[config.mk]
export PLATFORM = sky130hd
export DESIGN_NAME = sobm_ctrl
export DESIGN_NICKNAME = d
export VERILOG_FILES = /design/src/sv/sobm_pkg.sv /design/src/sv/sobm_ctrl.sv
export SDC_FILE = /design/constraint.sdc
export NUM_CORES = 1
export LEC_CHECK = 0
export BUFFER_PORTS_ARGS = -buffer_cell sky130_fd_sc_hd__buf_2
export CAP_MARGIN = 20
export CORE_AREA = 2 2 39 41
export CTS_CLUSTER_DIAMETER = 60
export DETAILED_ROUTE_END_ITERATION = 10
export DIE_AREA = 0 0 41 43
export PLACE_DENSITY = 0.5
export SLEW_MARGIN = 20
export SYNTH_ARGS = -nofsm -noshare
export SYNTH_HDL_FRONTEND = slang
export SYNTH_SLANG_ARGS = --single-unit
[constraint.sdc]
create_clock -name i_clk -period 1.3 [get_ports i_clk]
set_clock_uncertainty 0.1 [all_clocks]
set_input_delay 0.195 -clock i_clk [delete_from_list [all_inputs] [get_ports i_clk]]
set_output_delay 0.195 -clock i_clk [all_outputs]
set_load 0.01 [all_outputs]
[src/sv/sobm_pkg.sv]
// Shared types and constants for the Sobel edge magnitude core.
// Used by the controller, the datapath and the top level; depends on nothing.
`timescale 1ns / 1ps
`default_nettype none

package sobm_pkg;

    localparam int PIX_W          = 8;
    localparam int POS_W          = 11;
    localparam int CFG_W          = 12;
    localparam int CFG_IDX_W      = 1;
    localparam int MAX_WIDTH_DEF  = 2048;
    localparam int MAX_HEIGHT_DEF = 2048;

    localparam logic [CFG_W-1:0] WIDTH_RESET  = 12'd640;
    localparam logic [CFG_W-1:0] HEIGHT_RESET = 12'd480;

    localparam logic [CFG_IDX_W-1:0] REG_IMAGE_WIDTH  = 1'b0;
    localparam logic [CFG_IDX_W-1:0] REG_IMAGE_HEIGHT = 1'b1;

    // Sum of squares at and above which the rounded root saturates.
    localparam int SUMSQ_W = 21;
    localparam logic [SUMSQ_W-1:0] SAT_LIMIT = 21'd65281;

    localparam int IN_TDATA_W  = 16;
    localparam int OUT_TDATA_W = 40;

    typedef struct packed {
        logic latch;
        logic upd;
        logic grad;
        logic square;
        logic sum;
        logic root;
        logic round;
        logic load_int;
        logic load_bdr;
    } t_cmd;

    typedef struct packed {
        logic is_int;
        logic is_bdr;
        logic root_last;
    } t_status;

endpackage

`default_nettype wire

[src/sv/sobm_ctrl.sv]
// Sequencing controller: handshakes, per-item step order and output valid.
// Depends on sobm_pkg for the command and status structs.
`timescale 1ns / 1ps
`default_nettype none

module sobm_ctrl (
    input  wire               i_clk,
    input  wire               i_rst_n,
    input  wire               i_in_valid,
    output logic              o_in_ready,
    output logic              o_out_valid,
    input  wire               i_out_ready,
    output sobm_pkg::t_cmd    o_cmd,
    input  sobm_pkg::t_status i_status
);

    typedef enum logic [3:0] {
        S_IDLE,
        S_READ,
        S_UPD,
        S_GRAD,
        S_SQR,
        S_SUM,
        S_ROOT,
        S_RND,
        S_OUT_INT,
        S_OUT_BDR
    } t_state;

    t_state r_state;
    t_state n_state;
    logic   n_out_valid;
    logic   slot_free;

    assign slot_free  = !o_out_valid || i_out_ready;
    assign o_in_ready = (r_state == S_IDLE);

    always_comb begin
        o_cmd       = '0;
        n_state     = r_state;
        n_out_valid = o_out_valid && !i_out_ready;
        unique case (r_state)
            S_IDLE: begin
                if (i_in_valid) begin
                    o_cmd.latch = 1'b1;
                    n_state     = S_READ;
                end
            end
            S_READ: begin
                n_state = S_UPD;
            end
            S_UPD: begin
                o_cmd.upd = 1'b1;
                priority if (i_status.is_int) begin
                    n_state = S_GRAD;
                end else if (i_status.is_bdr) begin
                    n_state = S_OUT_BDR;
                end else begin
                    n_state = S_IDLE;
                end
            end
            S_GRAD: begin
                o_cmd.grad = 1'b1;
                n_state    = S_SQR;
            end
            S_SQR: begin
                o_cmd.square = 1'b1;
                n_state      = S_SUM;
            end
            S_SUM: begin
                o_cmd.sum = 1'b1;
                n_state   = S_ROOT;
            end
            S_ROOT: begin
                o_cmd.root = 1'b1;
                if (i_status.root_last) begin
                    n_state = S_RND;
                end
            end
            S_RND: begin
                o_cmd.round = 1'b1;
                n_state     = S_OUT_INT;
            end
            S_OUT_INT: begin
                if (slot_free) begin
                    o_cmd.load_int = 1'b1;
                    n_out_valid    = 1'b1;
                    n_state        = i_status.is_bdr ? S_OUT_BDR : S_IDLE;
                end
            end
            S_OUT_BDR: begin
                if (slot_free) begin
                    o_cmd.load_bdr = 1'b1;
                    n_out_valid    = 1'b1;
                    n_state        = S_IDLE;
                end
            end
            default: begin
                n_state = S_IDLE;
            end
        endcase
    end

    always_ff @(posedge i_clk) begin
        if (!i_rst_n) begin
            r_state     <= S_IDLE;
            o_out_valid <= 1'b0;
        end else begin
            r_state     <= n_state;
            o_out_valid <= n_out_valid;
        end
    end

endmodule

`default_nettype wire

# [Word level (Yosys, flattened, before mapping)]
# Index checks and enable logic that the tools add are counted.
[totals] regBits=5 inputBits=7 out_inout_bits=11 elab_cells=42
[classes] eq_ne=13 muxes=20 reduce_logical=7
[op_table] cell="one-hot mux 4 bit (10 select lines)" n=1
[op_table] cell="2-to-1 mux 4 bit" n=6
[op_table] cell="equality test 4 x 3 -> 1 bit (second input constant)" n=4
[op_table] cell="2-to-1 mux 1 bit" n=13
[op_table] cell="equality test 4 x 2 -> 1 bit (second input constant)" n=2
[op_table] cell="equality test 4 bit (second input constant)" n=2
[op_table] cell="inequality test 2 bit (second input constant)" n=4
[op_table] cell="equality test 4 x 1 -> 1 bit (second input constant)" n=1
[op_table] cell="zero test 4 bit" n=1
[op_table] cell="AND reduction 4 bit" n=1
[op_table] cell="zero test 1 bit" n=2
[op_table] cell="OR reduction 2 bit" n=1
[op_table] cell="logical AND 1 bit" n=1
[op_table] cell="logical OR 1 bit" n=1

# [Depth between registers and ports, before layout]
[logic_depth] ltp_word=4 ltp_mapped=5 mapped_depth_nobuf=4

# [Worst setup path before layout]
# OpenSTA, ideal clock, no wires.
[synth_timing] path_kind="reg-to-output" start="register r_state[2]" end="output o_cmd[8] (netlist name)" arrival_ps=1188 required_time_ps=1005 setup_slack_ps=-183 stages_incl_launch_ff=4 path_buffers=1 path_cell_list="dfxtp_1 -> buf_2 -> nor4_1 -> and2_1"
[synth_lines] element="from (decl)" line_no="sobm_ctrl.sv:30" rtl="t_state r_state;"
[synth_lines] element="from (signal assigned)" line_no="sobm_ctrl.sv:109" rtl="r_state <= n_state;"
[synth_lines] element="to (decl)" line_no="sobm_ctrl.sv:13" rtl="output sobm_pkg::t_cmd o_cmd,"

==> out/results.tsv <==
metric	value	unit
Gate Count Post-Synth	49	
Antenna Cells	0	
Hold Path Class	primary input to flip-flop	
Avg Synthesized Cell Area	7.23	µm²
Final Hold Viols	0	
CP endpoint kind	primary output	
Cell Pwr Density	868	nW/µm²
post-route setup slack	-0.220	ns
Starting DRT DRC Count	6	
pin count of the biggest net entering global routing	7	
initial antenna violation count	0	
status	complete, but fails checks	
R2R setup slack	-0.13	ns
post-route setup TNS	-1.90	ns
Worst Setup Start Kind	flip-flop	
crit-path leading delay family	simple AND/OR/NAND/NOR gates	
critical path, cell by cell	buf_6, nor4_4, and2_1, buf_2	
violated checks	negative setup slack	
root buf cell	clkbuf_4	
top-area cell type share of the netlist area	0.283	
Final Core Density	0.471	
worst-path fanout max	4	
most frequent cell after synthesis	nor3_1	
Clock transition at path regs	0.04	ns
Area contributors post-synth	dfxtp_1, nor3_1, nand2b_1	
Placed Area	546	µm²
die height	43	µm
Worst-Margin Slew	0.433	ns
RSZ-0062 raised after global routing	yes	
max_cap viols	0	
Critical R2R Launch	r_state[2]$_SDFFE_PN0P_	
Via-to-Cell Ratio	4.98	
metal3 WL	29	µm
fillcell total	155	
worst skew pair latency	0.24	ns
ANT nets after route	0	
Metal-1 WL	509	µm
fmax	658	MHz
asr flop ratio synth	0	
initial core utilization	0.256	
Largest stage delay, worst path	0.35	ns
CTS Buf Count	3	
Synth-to-Final Area Change	84.1	%
final net count	88	
Clock Path Buffers	2	
R2R depth	4	
fraction of layout cells with a size suffix above 1	0.575	
CTS tree	built	
vias in the first global route	418	
Rel. slew slack	0.711	
cell area after layout	652	µm²
WHS Endpoint	o_out_valid$_SDFF_PN0_	
Top-Level Pins	18	
met2 WL	557	µm
Initial DRT Pass Iterations	4	
sequential element share of the synthesized area	0.283	
die width	41	µm
hold wc startpoint	i_rst_n	
die area	1760	µm²
H-tree depth reported by CTS	1	
library cells used by synthesis	24	
Ys Warns	0	
gr ovfl total	0	
worst endpoint required time	1.00	ns
Placer Congestion	0.742	
arrival time worst endpoint	1.22	ns
post-route DRC violation count	0	
Final min period	1.52	ns
Cell Area, Synth	354	µm²
routed len/inst	11.5	µm
worst r2r dst	r_state[3]$_SDFFE_PN0P_	
crit path buf inv count	2	
port bufs	17	
vias post-DR	478	
Crit-path slowest cell	dfxtp_4	
Post-synth EDFFs	0	
Tcrit/Tclk final	1.17	
Max Used Layer	met4	
Synth top cells by count	nor3_1, dfxtp_1, nor2_1	
Total Routing Usage GR	0.148	
Placeable Area	1380	µm²
leading area contributor after synthesis	dfxtp_1	
top_reg_cell synth	dfxtp_1	
Leak	0.302	nW
Worst Hold Path Cells	2	
total wire length	1100	µm
CP Class	flip-flop to primary output	
Slew Viols, Final	0	
num rows	14	
Synth Net Count	56	
Post-DP HPWL	875	µm
global-route wire length before repair	1730	µm
synthesized flop and latch total	5	
Setup-failing EPs final	12	
Sink Count	5	
maximum vdd drop	0.480	mV
## worst max path at each step
stage,start,end,depth (start not counted)
final,r_state[1]$_SDFFE_PN0P_,o_cmd[8],4
after global routing,r_state[1]$_SDFFE_PN0P_,o_cmd[8],4
after CTS,r_state[0]$_SDFFE_PN0P_,o_cmd[8],4
after detailed placement,r_state[2]$_SDFFE_PN0P_,r_state[3]$_SDFFE_PN0P_,4
after global placement,r_state[2]$_SDFFE_PN0P_,r_state[3]$_SDFFE_PN0P_,4
after floorplan,r_state[1]$_SDFFE_PN0P_,o_cmd[0],3
## layer usage
layer | vias up | global-route usage
met5 | - | 0
met4 | 0 | 0.100
met3 | 2 | 0.0524
met2 | 10 | 0.191
met1 | 225 | 0.197
li1 | 241 | -
## repair_timing
action                     CTS  global route
setup endpoints to repair   11            12
resized for setup           10            11
hold buffers                 0             0
setup buffers                0             1
pin swaps                    2             3
## cell type report
| type | instances | area, µm² | area share |
|---|---|---|---|
| timing repair buffer | 31 | 205 | 0.315 |
| inverter | 1 | 6.26 | 0.00960 |
| tap | 16 | 20.0 | 0.0307 |
| multi-input combinational | 39 | 279 | 0.428 |
| clock buffer | 4 | 26.3 | 0.0403 |
| sequential | 5 | 115 | 0.177 |
## registers in the layout, summed over array words and instances (netlist names)
signal       cells
r_state          4
o_out_valid      1
## power breakdown
part / leakage, nW / total [mW] / switching (mW) / internal (mW)
Sequential: 0.0436 / 0.180 / 0.0170 / 0.163
Clock: 0.0150 / 0.178 / 0.0619 / 0.116
Combinational: 0.243 / 0.207 / 0.0945 / 0.113
Total: 0.302 / 0.566 / 0.173 / 0.392
## layout by cell type, fill, tap and decap left out, types with 2 or more instances in the layout
cell type  count
nor3_1         5
o21ai_0        2
buf_6          4
buf_4         10
nand2b_1       3
clkbuf_4       3
buf_2         17
nor2_1         5
nand2_1        3
nor4_2         2
nand3_1        2
dfxtp_4        4
## cells by family (layout without fill, tap and decap cells)
family / after synthesis / after routing / share of synthesized area
flip-flops: 5 / 5 / 0.283
AND/OR/NAND/NOR: 27 / 27 / 0.406
multiplexers: 1 / 1 / 0.0283
AO/OA/AOI/OAI: 10 / 10 / 0.173
XOR/XNOR: 1 / 1 / 0.0247
buffers and inverters: 5 / 36 / 0.0848
## metrics by stage
stage	std cells	hold WS, ns	worst slack (ns)	total power [mW]
2_1_floorplan	49	0.213	-0.0176	0.280
3_3_place_gp	91	0.360	-0.109	0.361
3_5_place_dp	91	0.355	-0.116	0.360
4_1_cts	95	0.111	-0.251	0.560
5_1_grt	96	0.118	-0.281	0.605
6_report	96	0.123	-0.220	0.566
Power figures use the tool's default switching activity.
